--- config.mk ---
export PLATFORM = sky130hd
export DESIGN_NAME = polyphonic_voice_allocator_unit
export DESIGN_NICKNAME = d
export VERILOG_FILES = /design/src/hw/rtl/pvva_pkg.sv /design/src/hw/rtl/pvva_cell.sv /design/src/hw/rtl/polyphonic_voice_allocator_unit.sv
export SDC_FILE = /design/constraint.sdc
export NUM_CORES = 1
export LEC_CHECK = 0
export BUFFER_PORTS_ARGS = -buffer_cell sky130_fd_sc_hd__clkbuf_2
export CORE_ASPECT_RATIO = 1.1
export CORE_MARGIN = 1
export CORE_UTILIZATION = 64
export CTS_BUF_LIST = sky130_fd_sc_hd__clkbuf_8
export CTS_CLUSTER_DIAMETER = 50
export DETAILED_ROUTE_END_ITERATION = 10
export PLACE_DENSITY = 0.86
export RECOVER_POWER = 50
export REMOVE_ABC_BUFFERS = 1
export SLEW_MARGIN = 30
export SYNTH_ARGS = -nofsm -noshare
export SYNTH_HDL_FRONTEND = slang
export SYNTH_SLANG_ARGS = --single-unit
--- constraint.sdc ---
create_clock -name clk -period 6.1 [get_ports clk]
set_input_delay 0 -clock clk [delete_from_list [all_inputs] [get_ports clk]]
set_output_delay 0 -clock clk [all_outputs]
set_load 0.05 [all_outputs]
--- src/hw/rtl/pvva_pkg.sv ---
`default_nettype none

package pvva_pkg;

    // Store size and derived widths.
    localparam int MAX_VOICES = 16;
    localparam int POS_W      = (MAX_VOICES > 1) ? $clog2(MAX_VOICES) : 1;
    localparam int CNT_W      = $clog2(MAX_VOICES + 1);

    // Fixed widths of the port fields.
    localparam int KIND_W     = 3;
    localparam int PITCH_W    = 7;
    localparam int MASK_W     = 16;
    localparam int STATUS_W   = 2;
    localparam int OUT_POS_W  = 4;
    localparam int OUT_CNT_W  = 5;
    localparam int LIMIT_W    = 5;

    localparam logic [LIMIT_W-1:0] LIMIT_RESET = 5'd8;

    // Event codes.
    localparam logic [KIND_W-1:0] KIND_NOTE_ON       = 3'd0;
    localparam logic [KIND_W-1:0] KIND_NOTE_OFF      = 3'd1;
    localparam logic [KIND_W-1:0] KIND_ALL_NOTES_OFF = 3'd2;
    localparam logic [KIND_W-1:0] KIND_ALL_SOUND_OFF = 3'd3;
    localparam logic [KIND_W-1:0] KIND_RENDER_TICK   = 3'd4;

    // Result status codes.
    localparam logic [STATUS_W-1:0] STATUS_DONE     = 2'd0;
    localparam logic [STATUS_W-1:0] STATUS_FULL     = 2'd1;
    localparam logic [STATUS_W-1:0] STATUS_NO_MATCH = 2'd2;

    // Contents of one cell of the voice chain.
    typedef struct packed {
        logic [PITCH_W-1:0] pitch;
        logic               released;
        logic               finished;
    } voice_t;

    // Operation broadcast to every cell in a cycle.
    typedef enum logic [2:0] {
        CELL_HOLD,
        CELL_LOAD_MASK,
        CELL_APPEND,
        CELL_RELEASE_MATCH,
        CELL_RELEASE_ALL,
        CELL_REMOVE_RELEASED,
        CELL_REMOVE_FINISHED
    } cell_op_t;

    typedef struct packed {
        cell_op_t           op;
        logic [PITCH_W-1:0] pitch;
    } cell_ctl_t;

    // Sequencer states.
    typedef enum logic [2:0] {
        ST_IDLE,
        ST_STEAL,
        ST_APPEND,
        ST_RELEASE,
        ST_RELEASE_ALL,
        ST_MARK,
        ST_COMPACT,
        ST_FINISH
    } state_t;

endpackage

`default_nettype wire

--- src/hw/rtl/pvva_cell.sv ---
`default_nettype none

module pvva_cell (
    input  wire logic                clk,
    input  wire pvva_pkg::cell_ctl_t ctl,
    input  wire logic                occupied,
    input  wire logic                append_here,
    input  wire logic                mask_bit,
    input  wire pvva_pkg::voice_t    right_voice,
    input  wire logic                found_in,
    output pvva_pkg::voice_t         voice,
    output logic                     found_out,
    output logic                     first_hit
);

    pvva_pkg::voice_t voice_reg;
    pvva_pkg::voice_t voice_next;
    logic             hit;

    // Match condition of this cell for the searching operations.
    always_comb
    begin
        case (ctl.op)
            pvva_pkg::CELL_RELEASE_MATCH:
                hit = occupied && !voice_reg.released && (voice_reg.pitch == ctl.pitch);
            pvva_pkg::CELL_REMOVE_RELEASED:
                hit = occupied && voice_reg.released;
            pvva_pkg::CELL_REMOVE_FINISHED:
                hit = occupied && voice_reg.finished;
            default:
                hit = 1'b0;
        endcase
    end

    // The search result ripples toward the end of the chain.
    assign found_out = found_in || hit;
    assign first_hit = hit && !found_in;

    // Next contents: a removal at or below this cell pulls in the right neighbor.
    always_comb
    begin
        voice_next = voice_reg;
        case (ctl.op)
            pvva_pkg::CELL_LOAD_MASK:
            begin
                voice_next.finished = mask_bit && occupied;
            end
            pvva_pkg::CELL_APPEND:
            begin
                if (append_here)
                begin
                    voice_next.pitch    = ctl.pitch;
                    voice_next.released = 1'b0;
                    voice_next.finished = 1'b0;
                end
            end
            pvva_pkg::CELL_RELEASE_MATCH:
            begin
                if (first_hit)
                begin
                    voice_next.released = 1'b1;
                end
            end
            pvva_pkg::CELL_RELEASE_ALL:
            begin
                if (occupied)
                begin
                    voice_next.released = 1'b1;
                end
            end
            pvva_pkg::CELL_REMOVE_RELEASED,
            pvva_pkg::CELL_REMOVE_FINISHED:
            begin
                if (found_out)
                begin
                    voice_next = right_voice;
                end
            end
            default:
            begin
                voice_next = voice_reg;
            end
        endcase
    end

    // Voice contents are payload and need no reset.
    always_ff @(posedge clk)
    begin
        voice_reg <= voice_next;
    end

    assign voice = voice_reg;

endmodule

`default_nettype wire

--- src/hw/rtl/polyphonic_voice_allocator_unit.sv ---
// Sequence: note_on passes the steal and append states before the done strobe; note_off
// the release state; all_notes_off the release-all state; all_sound_off and other codes
// the finish state; render_tick the mark state and then the compact state, repeated while
// finished voices remain, since the cell chain removes one per cycle. A new event is accepted
// in the cycle of the done strobe. Results are shown for one cycle and the receiver cannot stall.
// Reset (rst_n low, asynchronous): empty voice list, polyphony limit 8, block idle.
`default_nettype none

module polyphonic_voice_allocator_unit (
    input  wire logic                               clk,
    input  wire logic                               rst_n,
    input  wire logic                               start,
    output logic                                    busy,
    input  wire logic [pvva_pkg::KIND_W-1:0]        kind,
    input  wire logic [pvva_pkg::PITCH_W-1:0]       note_pitch,
    input  wire logic [pvva_pkg::MASK_W-1:0]        finished_mask,
    input  wire logic                               cfg_valid,
    output logic                                    cfg_ready,
    input  wire logic [pvva_pkg::LIMIT_W-1:0]       cfg_data,
    output logic                                    done,
    output logic [pvva_pkg::STATUS_W-1:0]           status,
    output logic [pvva_pkg::OUT_POS_W-1:0]          voice_position,
    output logic                                    stole_voice,
    output logic [pvva_pkg::OUT_POS_W-1:0]          stolen_position,
    output logic                                    stop_all,
    output logic [pvva_pkg::OUT_CNT_W-1:0]          voice_count,
    output logic                                    any_active
);

    localparam int NV = pvva_pkg::MAX_VOICES;

    pvva_pkg::state_t                  state_reg, state_next;
    logic [pvva_pkg::CNT_W-1:0]        count_reg, count_next;
    logic [pvva_pkg::LIMIT_W-1:0]      limit_reg, limit_next;
    logic [pvva_pkg::PITCH_W-1:0]      pitch_reg, pitch_next;
    logic [pvva_pkg::MASK_W-1:0]       mask_reg, mask_next;
    logic                              done_reg, done_next;
    logic [pvva_pkg::STATUS_W-1:0]     status_reg, status_next;
    logic [pvva_pkg::OUT_POS_W-1:0]    vpos_reg, vpos_next;
    logic                              stole_reg, stole_next;
    logic [pvva_pkg::OUT_POS_W-1:0]    spos_reg, spos_next;
    logic                              stop_reg, stop_next;
    logic                              active_reg, active_next;

    pvva_pkg::cell_ctl_t               cell_ctl;
    pvva_pkg::voice_t                  chain_voice [NV+1];
    logic [NV:0]                       found_chain;
    logic [NV-1:0]                     first_hit;
    logic [NV-1:0]                     occupied;
    logic [NV-1:0]                     append_here;
    logic [NV-1:0]                     mask_ext;
    logic [pvva_pkg::POS_W-1:0]        hit_pos;
    logic                              found_any;
    logic                              steal_try;

    // Per-position occupancy and mask bits; positions beyond the mask never finish.
    genvar g;
    generate
        for (g = 0; g < NV; g++)
        begin : g_pos
            assign occupied[g]    = (pvva_pkg::CNT_W'(g) < count_reg);
            assign append_here[g] = (pvva_pkg::CNT_W'(g) == count_reg);
            if (g < pvva_pkg::MASK_W)
            begin : g_mask
                assign mask_ext[g] = mask_reg[g];
            end
            else
            begin : g_nomask
                assign mask_ext[g] = 1'b0;
            end
        end
    endgenerate

    // The chain of voice cells; the cell past the end feeds an empty voice.
    assign chain_voice[NV] = '0;
    assign found_chain[0]  = 1'b0;

    generate
        for (g = 0; g < NV; g++)
        begin : g_cell
            pvva_cell u_cell (
                .clk         (clk),
                .ctl         (cell_ctl),
                .occupied    (occupied[g]),
                .append_here (append_here[g]),
                .mask_bit    (mask_ext[g]),
                .right_voice (chain_voice[g+1]),
                .found_in    (found_chain[g]),
                .voice       (chain_voice[g]),
                .found_out   (found_chain[g+1]),
                .first_hit   (first_hit[g])
            );
        end
    endgenerate

    assign found_any = found_chain[NV];

    // Encode the one-hot first hit into a position.
    always_comb
    begin
        hit_pos = '0;
        for (int i = 0; i < NV; i++)
        begin
            if (first_hit[i])
            begin
                hit_pos = hit_pos | pvva_pkg::POS_W'(i);
            end
        end
    end

    assign steal_try = (count_reg >= limit_reg);

    // Next state.
    always_comb
    begin
        state_next = state_reg;
        case (state_reg)
            pvva_pkg::ST_IDLE:
            begin
                if (start)
                begin
                    case (kind)
                        pvva_pkg::KIND_NOTE_ON:       state_next = pvva_pkg::ST_STEAL;
                        pvva_pkg::KIND_NOTE_OFF:      state_next = pvva_pkg::ST_RELEASE;
                        pvva_pkg::KIND_ALL_NOTES_OFF: state_next = pvva_pkg::ST_RELEASE_ALL;
                        pvva_pkg::KIND_RENDER_TICK:   state_next = pvva_pkg::ST_MARK;
                        default:                      state_next = pvva_pkg::ST_FINISH;
                    endcase
                end
            end
            pvva_pkg::ST_STEAL:       state_next = pvva_pkg::ST_APPEND;
            pvva_pkg::ST_MARK:        state_next = pvva_pkg::ST_COMPACT;
            pvva_pkg::ST_COMPACT:
            begin
                if (!found_any)
                begin
                    state_next = pvva_pkg::ST_IDLE;
                end
            end
            pvva_pkg::ST_APPEND,
            pvva_pkg::ST_RELEASE,
            pvva_pkg::ST_RELEASE_ALL,
            pvva_pkg::ST_FINISH:      state_next = pvva_pkg::ST_IDLE;
            default:                  state_next = pvva_pkg::ST_IDLE;
        endcase
    end

    // Cell operation, counters and result fields for each state.
    always_comb
    begin
        cell_ctl.op    = pvva_pkg::CELL_HOLD;
        cell_ctl.pitch = pitch_reg;
        count_next     = count_reg;
        limit_next     = limit_reg;
        pitch_next     = pitch_reg;
        mask_next      = mask_reg;
        done_next      = 1'b0;
        status_next    = status_reg;
        vpos_next      = vpos_reg;
        stole_next     = stole_reg;
        spos_next      = spos_reg;
        stop_next      = stop_reg;
        active_next    = active_reg;

        if (cfg_valid)
        begin
            limit_next = cfg_data;
        end

        case (state_reg)
            pvva_pkg::ST_IDLE:
            begin
                if (start)
                begin
                    pitch_next  = note_pitch;
                    mask_next   = finished_mask;
                    status_next = pvva_pkg::STATUS_DONE;
                    vpos_next   = '0;
                    stole_next  = 1'b0;
                    spos_next   = '0;
                    stop_next   = (kind == pvva_pkg::KIND_ALL_SOUND_OFF);
                    active_next = 1'b0;
                end
            end
            pvva_pkg::ST_STEAL:
            begin
                if (steal_try)
                begin
                    cell_ctl.op = pvva_pkg::CELL_REMOVE_RELEASED;
                    if (found_any)
                    begin
                        count_next = count_reg - 1'b1;
                        stole_next = 1'b1;
                        spos_next  = pvva_pkg::OUT_POS_W'(hit_pos);
                    end
                end
            end
            pvva_pkg::ST_APPEND:
            begin
                done_next = 1'b1;
                if (count_reg >= pvva_pkg::CNT_W'(NV))
                begin
                    status_next = pvva_pkg::STATUS_FULL;
                end
                else
                begin
                    cell_ctl.op = pvva_pkg::CELL_APPEND;
                    vpos_next   = pvva_pkg::OUT_POS_W'(count_reg);
                    count_next  = count_reg + 1'b1;
                end
            end
            pvva_pkg::ST_RELEASE:
            begin
                cell_ctl.op = pvva_pkg::CELL_RELEASE_MATCH;
                done_next   = 1'b1;
                if (found_any)
                begin
                    vpos_next = pvva_pkg::OUT_POS_W'(hit_pos);
                end
                else
                begin
                    status_next = pvva_pkg::STATUS_NO_MATCH;
                end
            end
            pvva_pkg::ST_RELEASE_ALL:
            begin
                cell_ctl.op = pvva_pkg::CELL_RELEASE_ALL;
                done_next   = 1'b1;
            end
            pvva_pkg::ST_MARK:
            begin
                cell_ctl.op = pvva_pkg::CELL_LOAD_MASK;
                active_next = |(occupied & ~mask_ext);
            end
            pvva_pkg::ST_COMPACT:
            begin
                cell_ctl.op = pvva_pkg::CELL_REMOVE_FINISHED;
                if (found_any)
                begin
                    count_next = count_reg - 1'b1;
                end
                else
                begin
                    done_next = 1'b1;
                end
            end
            pvva_pkg::ST_FINISH:
            begin
                done_next = 1'b1;
            end
            default:
            begin
                done_next = 1'b0;
            end
        endcase
    end

    // Control and result registers.
    always_ff @(posedge clk or negedge rst_n)
    begin
        if (!rst_n)
        begin
            state_reg  <= pvva_pkg::ST_IDLE;
            count_reg  <= '0;
            limit_reg  <= pvva_pkg::LIMIT_RESET;
            done_reg   <= 1'b0;
            status_reg <= pvva_pkg::STATUS_DONE;
            vpos_reg   <= '0;
            stole_reg  <= 1'b0;
            spos_reg   <= '0;
            stop_reg   <= 1'b0;
            active_reg <= 1'b0;
        end
        else
        begin
            state_reg  <= state_next;
            count_reg  <= count_next;
            limit_reg  <= limit_next;
            done_reg   <= done_next;
            status_reg <= status_next;
            vpos_reg   <= vpos_next;
            stole_reg  <= stole_next;
            spos_reg   <= spos_next;
            stop_reg   <= stop_next;
            active_reg <= active_next;
        end
    end

    // Event operands are payload and need no reset.
    always_ff @(posedge clk)
    begin
        pitch_reg <= pitch_next;
        mask_reg  <= mask_next;
    end

    assign busy            = (state_reg != pvva_pkg::ST_IDLE);
    assign cfg_ready       = 1'b1;
    assign done            = done_reg;
    assign status          = status_reg;
    assign voice_position  = vpos_reg;
    assign stole_voice     = stole_reg;
    assign stolen_position = spos_reg;
    assign stop_all        = stop_reg;
    assign voice_count     = pvva_pkg::OUT_CNT_W'(count_reg);
    assign any_active      = active_reg;

    // The voice count never exceeds the store.
    a_count_bound: assert property (@(posedge clk) disable iff (!rst_n)
        count_reg <= pvva_pkg::CNT_W'(NV))
        else $error("voice count beyond store size");

    // A result is only presented once the sequencer has returned to idle.
    a_done_idle: assert property (@(posedge clk) disable iff (!rst_n)
        done_reg |-> (state_reg == pvva_pkg::ST_IDLE))
        else $error("result strobe while sequencer busy");

    // An accepted event makes the block busy in the next cycle.
    a_accept_busy: assert property (@(posedge clk) disable iff (!rst_n)
        (start && !busy) |=> busy)
        else $error("accepted event did not start the sequencer");

    // A dropped note is reported only when the store is full.
    a_full_drop: assert property (@(posedge clk) disable iff (!rst_n)
        (done_reg && (status_reg == pvva_pkg::STATUS_FULL)) |-> (count_reg == pvva_pkg::CNT_W'(NV)))
        else $error("note dropped while store had room");

endmodule

`default_nettype wire
==> results by group, run 1 <==
Status
  – Run status: finished, violations left
  – Failing checks: capacitance limit, slew limit

Timing
  – Setup Skew: 14.8 ps
  – Fin Hold WS: 219 ps
  – Final Critical Period: around 5500 ps
  – Slew HR: -0.220
  – Tcrit/Tclk final: 0.902
  – Worst Slack Setup Final: about 600 ps
  – RSZ-0062 raised after global routing: no
  – Setup-failing EPs final: 0
  – Max Slew Vio Count: 77
  – Final Hold Viols: 0
  – Fmax: around 180 MHz
  – Worst Tran Pin Value: about 1800 ps

Route
  – Max layer used: met4
  – Drt first pass iters: 8
  – Met3 Routed Length: 3190 um
  – Via count: approximately 9400
  – Post-route DRC violation count: 0
  – ANT nets after route: 0
  – Initial DRC Count: about 1200
  – Routed wire length: roughly 34000 um
  – WL met1: 13500 um
  – WL/cell: ~25 um
  – Wire length on met2: around 16000 um
  – Via/cell ratio: ~6.9

Layout
  – Share of cells above drive strength 1: 0.114
  – Fin nets: between 1000 and 1500
  – Fin cells: ~1400
  – Layout area overhead: 10.4%
  – Diode count: 0
  – Fill cells: about 1300
  – Max reg flops: 144
  – Post-route cell area: roughly 0.013 mm2

Setup path
  – R2r startpoint: voice_count[4]
  – Setup crit end: g_cell[9].u_cell.voice[4]
  – Crit-path max FO: 35
  – R2r worst-path depth: 12
  – Reg-to-reg slack, setup: about 600 ps
  – Required time of the critical path: 6220 ps
  – CP endpoint kind: flip-flop
  – Startpoint Class: flip-flop
  – Worst R2R End: g_cell[9].u_cell.voice[4]
  – Critical Path Start: voice_count[4]
  – Crit Path Category: reg -> reg
  – Worst EP arrival: around 5600 ps

Clock tree
  – Clk slew on worst S/H paths: ~120 ps
  – Root buffer cell: clkbuf_8
  – CTS tree: done
  – CTS buffer count: 17
  – CTS Sinks: between 150 and 200
  – H-tree depth: 4
  – Deepest clock path buffer count: 2
  – Skew-Pair Late Insertion Delay: between 400 and 500 ps

Power
  – Combinational power share: 0.515
  – Pwr Total: around 7.6 mW
  – Power Density: between 500 and 600 mW/mm2
  – Switching share of power: 0.481
  – Flop pwr share: 0.368
  – Max IR drop VDD: between 0.0002 and 0.0003 V
  – Pleak: ~5.2 nW
  – Internal cell power: 3.95 mW
  – Clk pwr share: 0.117
  – P_sw: between 3 and 4 mW

Yosys
  – Syn Inst Count: about 1100
  – Yosys warns: 0
  – Synth area leaders: edfxtp_1, a21o_1, dfrtp_1, xor2_1, xnor2_1
  – Sequential share of the synthesized area: 0.492
  – Library cells used by synthesis: 95
  – Commonest cells in the netlist: edfxtp_1, a21o_1, xor2_1
  – Post-Syn Area: roughly 0.012 mm2
  – Post-synth top flop: edfxtp_1
  – Syn Area/Cell: roughly 11 um2
  – Most numerous cell in the Yosys netlist: edfxtp_1
  – Number of synthesized register bits: just under 200
  – EDFF count, synth: 167
  – Synth area leader: edfxtp_1
  – Ys async rst share: 0.139
  – Synth top area share: 0.433

Floorplan
  – Die width: between 100 and 150 um
  – Num rows: 51
  – Initial Util: 0.655
  – Core Area: roughly 0.018 mm2
  – Ports: 56
  – Die area: between 0.015 and 0.02 mm2
  – Die height: around 140 um

Global route
  – First-pass GRT wire length: roughly 52000 um
  – GRT Total Usage: 0.378
  – Antenna violations before repair: 0
  – Pin count of the biggest net entering global routing: 88
  – Vias in the first global route: between 9000 and 10000
  – Gr ovfl total: 0

Placed design
  – Placed Area: approximately 0.012 mm2
  – Dpl cells: roughly 1300
  – Hpwl dp: around 24000 um
  – RD Place Congestion: roughly 1.0
  – PortBufs: 54
  – Pre-CTS setup slack: 969 ps

Job
  – Max-Cap Viols: 2

Worst hold path
  – WHS Path Cells: 2
  – Hold_sp: finished_mask[2]
  – Worst Hold Class: in -> reg
-- cell usage in the layout, fill, tap and decap left out, drive strengths merged, types with 10 or more instances in the layout --
master / count
o31ai: 11
nor2: 62
a21oi: 49
xor2: 66
dlygate4sd3: 44
inv: 25
xnor2: 50
clkinv: 12
clkbuf: 76
edfxtp: 167
a21o: 127
and2: 25
o21ai: 32
buf: 21
nor3: 23
a22oi: 10
nand4: 17
nand2: 55
nand3: 17
nand3b: 11
a32o: 11
ha: 14
nor2b: 10
dfrtp: 26
nor4: 19
-- area by class of cell --
class / count / area, um2 / share of cell area
Tap cell: 238 / 298 / 0.0233
Inverter: 23 / 86.3 / 0.00675
Sequential cell: 194 / 5690 / 0.445
Clock buffer: 17 / 234 / 0.0183
Clock inverter: 15 / 200 / 0.0157
Multi-Input combinational cell: 756 / 5400 / 0.423
Timing Repair Buffer: 124 / 870 / 0.0680
-- cell families (layout without fill, tap and decap cells) --
| kind of cell | count (synthesis) | count (layout) | synth area share |
|---|---|---|---|
| adders and majority gates | 14 | 14 | 0.0151 |
| muxes | 6 | 6 | 0.00541 |
| xor gates and xnor gates | 116 | 116 | 0.0878 |
| and+or+nand+nor | 277 | 277 | 0.132 |
| buffers and inverters | 108 | 179 | 0.0418 |
| other | 1 | 1 | 0.000324 |
| AOI/OAI and AO/OA | 342 | 342 | 0.225 |
| DFF | 194 | 194 | 0.492 |
-- power by group through the flow --
stage	sequential (mW)	combinational, mW	clock (mW)
2_1_floorplan	2.89	2.40	0
3_3_place_gp	2.80	3.72	0
3_5_place_dp	2.81	3.77	0
4_1_cts	2.78	3.81	0.892
5_1_grt	2.85	4.14	0.933
6_report	2.80	3.92	0.893
-- how the worst min path moves through the flow --
stage | end | slack [ps]
after floorplan | any_active | -300
after global placement | stop_all | 60
after detailed placement | voice_position[3] | 60
after CTS | voice_position[3] | 80
after global routing | mask_ext[11] | 230
final | mask_ext[2] | 220
-- repair_timing --
action | 4_1_cts | 5_1_grt
hold buffers | 44 | 0
resized for setup | 0 | 0
hold endpoints to repair | 60 | 0
setup buffers | 0 | 0
-- metal layers --
layer,track usage,up-vias
met1,0.493,4547
li1,-,4079
met4,0.211,0
met2,0.597,663
met5,0,-
met3,0.0637,129
-- through the flow --
step	TNS, ps	util
after floorplan	-308760	-
after global routing	0	0.723
after CTS	0	0.726
after global placement	0	0.675
after detailed placement	0	0.676
final	0	0.723
-- critical path: stages, from the launching register on --
cell and delay (ps):
dfrtp_1 370, clkbuf_1 1290, nand2_1 110, nand3_1 220, inv_1 90, ha_1 380
buf_4 310, o21ai_2 590, o31ai_2 230, nor4_1 800, nand2_1 240, o21ai_1 280
nor2_1 200
(Power assumes the default switching activity.)
==> run 2: changes to the inputs <==
Settings changed: ABC_AREA from default to 1.
==> run 2 against run 1 <==
Effect of this change:
- critical path depth increased by 14
- register-to-register slack got worse by 120 ps
- critical endpoint is now g_cell[15].u_cell.voice[2]
- synthesized area decreased by 3.3%
- the run still ends with capacitance limit, slew limit left
- core utilization increased by 0.45 points
- design area decreased by 2.8%
- die area decreased by 3.3%
==> results by group, run 2 <==
Route
  – ANT nets after route: 0 (unchanged)
  – Post-route DRC violation count: 0 (unchanged)
  – Routed wire length: 32300 um (-5.9%)
  – Via count: 9973 (+5.9%)
  – WL/cell: 20.1 um (-20%)
  – Initial DRC Count: 1300 (+11%)
  – Drt first pass iters: 6 (-2)
  – Via/cell ratio: 6.21 (-9.8%)

Layout
  – Core Util, Final: 0.728 (+0.00447)
  – Most frequent cells in the layout: nand2_1, edfxtp_1, inv_1, o21ai_0, nor2_1
  – Post-route cell area: 0.0124 mm2 (-2.8%)
  – Diode count: 0 (unchanged)
  – Fin nets: 1408 (+21%)
  – Max reg flops: 144 (unchanged)
  – Most common cell after layout, fill and taps aside: nand2_1
  – Layout area overhead: 11.1%
  – Share of cells above drive strength 1: 0.0934 (-0.0209)

Clock tree
  – PostCTS Resize Cnt: 0 (unchanged)
  – Hold_buf cts: 44 (unchanged)
  – H-tree depth: 4 (unchanged)
  – Postcts setup bufs: 0 (unchanged)
  – CTS Sinks: 194 (unchanged)
  – Clk slew on worst S/H paths: 100 ps (-20 ps)
  – Deepest clock path buffer count: 2 (unchanged)
  – CTS tree: done
  – Skew-Pair Late Insertion Delay: 500 ps (about the same)
  – Root buffer cell: clkbuf_8
  – CTS buffer count: 17 (unchanged)

Timing
  – Tcrit/Tclk final: 0.921 (+0.0194)
  – Setup Skew: 12.2 ps (-2.57 ps)
  – Sum Neg Setup Slack: 0 ps (unchanged)
  – Final Hold Viols: 0 (unchanged)
  – RSZ-0062 raised after global routing: no
  – Fmax: 178 MHz (-2.1%)
  – Slew HR: -0.0250 (+0.195)
  – Fin Hold WS: 218 ps (-1.02 ps)
  – Setup-failing EPs final: 0 (unchanged)
  – Final Critical Period: 5620 ps (+118 ps)
  – Max Slew Vio Count: 82 (+6.5%)
  – Worst Tran Pin Value: 1540 ps (-292 ps)

Yosys
  – Post-Syn Area: 0.0112 mm2 (-3.3%)
  – Post-synth top flop: edfxtp_1
  – Ys async rst share: 0.139 (unchanged)
  – Number of synthesized register bits: 194 (unchanged)
  – Syn Area/Cell: 8.71 um2 (-20%)
  – Synth area leader: edfxtp_1
  – Synth top area share: 0.448 (+0.0150)
  – Commonest cells in the netlist: nand2_1, edfxtp_1, inv_1
  – Library cells used by synthesis: 58 (-39%)
  – EDFF count, synth: 167 (unchanged)
  – Most numerous cell in the Yosys netlist: nand2_1
  – Sequential share of the synthesized area: 0.509 (+0.0170)
  – Synth area leaders: edfxtp_1, nand2_1, dfrtp_1, inv_1, o21ai_0
  – Syn Inst Count: 1284 (+21%)
  – Yosys warns: 0 (unchanged)

Global route
  – GRT Total Usage: 0.376 (-0.00183)
  – Gr ovfl total: 0 (unchanged)
  – Vias in the first global route: 9949 (+10%)
  – Pin count of the biggest net entering global routing: 46 (-48%)
  – Antenna violations before repair: 0 (unchanged)
  – First-pass GRT wire length: 50900 um (-1.3%)

Placed design
  – Placed Area: 0.0116 mm2 (-2.6%)
  – RD Place Congestion: 0.944 (-9.3%)
  – PortBufs: 54 (unchanged)
  – Hpwl dp: 21800 um (-9.9%)

Setup path
  – R2r worst-path depth: 26 (+14)
  – CP endpoint kind: flip-flop
  – Reg-to-reg slack, setup: 480 ps (-120 ps)
  – Worst R2R End: g_cell[15].u_cell.voice[2]
  – Startpoint Class: flip-flop
  – R2r startpoint: voice_count[0]
  – Crit Path Category: reg -> reg
  – Crit-path max FO: 43 (+23%)
  – Required time of the critical path: 6230 ps (about the same)
  – Worst EP arrival: 5750 ps (+130 ps)

Floorplan
  – Die area: 0.0180 mm2 (-3.3%)
  – Die height: 141 um (-1.7%)
  – Die width: 128 um (-1.7%)
  – Initial Util: 0.655 (about the same)
  – Num rows: 50 (-2.0%)
  – Core Area: 0.0171 mm2 (-3.4%)
  – Ports: 56 (unchanged)

Job
  – Max-Cap Viols: 3 (+1)

Power
  – Max IR drop VDD: 0.000351 V (+26%)
  – Power Density: 612 mW/mm2 (+2.8%)
  – Pleak: 5.30 nW (+2.9%)

Worst hold path
  – WHS Path Cells: 2 (unchanged)
  – Hold_sp: finished_mask[5]
  – Worst Hold Class: in -> reg
  – Endpoint, Worst Hold: mask_ext[5]

Status
  – Failing checks: capacitance limit, slew limit
  – Run status: finished, violations left
run 2: metal layers:
metal  vias to the layer above  wire length [um]  track usage
li1                       4464                 -            -
met1                      4660             11400        0.454
met2                       698             16000        0.629
met3                       151              3190       0.0805
met4                         0              1620        0.206
met5                         -                 0            0
run 2: worst max path at each step:
stage               slack, ps  depth (start not counted)            from                          to
floorplan               -1000                         19  voice_count[0]   g_cell[3].u_cell.voice[1]
global placement         1020                         26  voice_count[0]  g_cell[15].u_cell.voice[2]
detailed placement        700                         26  voice_count[0]  g_cell[15].u_cell.voice[5]
CTS                       620                         27  voice_count[0]                state_reg[1]
global route              130                         25  voice_count[0]  g_cell[15].u_cell.voice[7]
finish                    480                         26  voice_count[0]  g_cell[15].u_cell.voice[2]
run 2: final cells by class:
cell class / instances / area, um2
Fill cell: 1233 / 4650
Timing Repair Buffer: 117 / 812
Inverter: 170 / 638
Clock inverter: 14 / 173
Tap cell: 234 / 293
Sequential cell: 194 / 5690
Multi-Input combinational cell: 859 / 4590
Clock buffer: 17 / 234
run 2: kinds of logic after synthesis:
group	count (synthesis)	share of synthesized area
buffers and inverters	231	0.0809
other	1	0.000335
flip-flops	194	0.509
XOR/XNOR	59	0.0462
multiplexers	1	0.00101
AO/OA/AOI/OAI	230	0.123
adder cells (fa/ha/maj)	14	0.0157
AND/OR/NAND/NOR	554	0.224
run 2: critical path, cell delays in order, from the launching register on:
cell and delay (ps):
dfrtp_1 530, clkinv_1 340, ha_1 390, inv_1 60, nand2_1 40, nand2_1 60, nand3_1 100, nand2_4 130
inv_1 50, nor3_1 320, inv_1 140, ha_1 270, o21ai_4 180, buf_4 440, nor2_1 80, nand2_1 80
nand2_1 150, nor2_4 190, nand4_4 120, nor2_4 130, nand4_2 150, nor2_4 190, nand4_4 150, nor2_8 190
nand3_1 150, o22ai_1 360, nor2_1 260
run 2: metrics by stage:
| step | power, mW | setup slack (ps) | cells |
|---|---|---|---|
| 3_5_place_dp | 6.58 | 705 | 1530 |
| 5_1_grt | 8.04 | 127 | 1605 |
| 3_3_place_gp | 6.45 | 1020 | 1530 |
| 4_1_cts | 7.50 | 616 | 1605 |
| 6_report | 7.61 | 480 | 1605 |
| 2_1_floorplan | 5.39 | -995 | 1223 |
run 2: report_power, final:
part | total [mW] | leakage (nW) | internal [mW] | switching (mW)
logic | 3.85 | 3.20 | 1.06 | 2.78
clock network | 0.891 | 0.198 | 0.377 | 0.515
registers | 2.87 | 1.91 | 2.46 | 0.409
total | 7.61 | 5.30 | 3.90 | 3.71
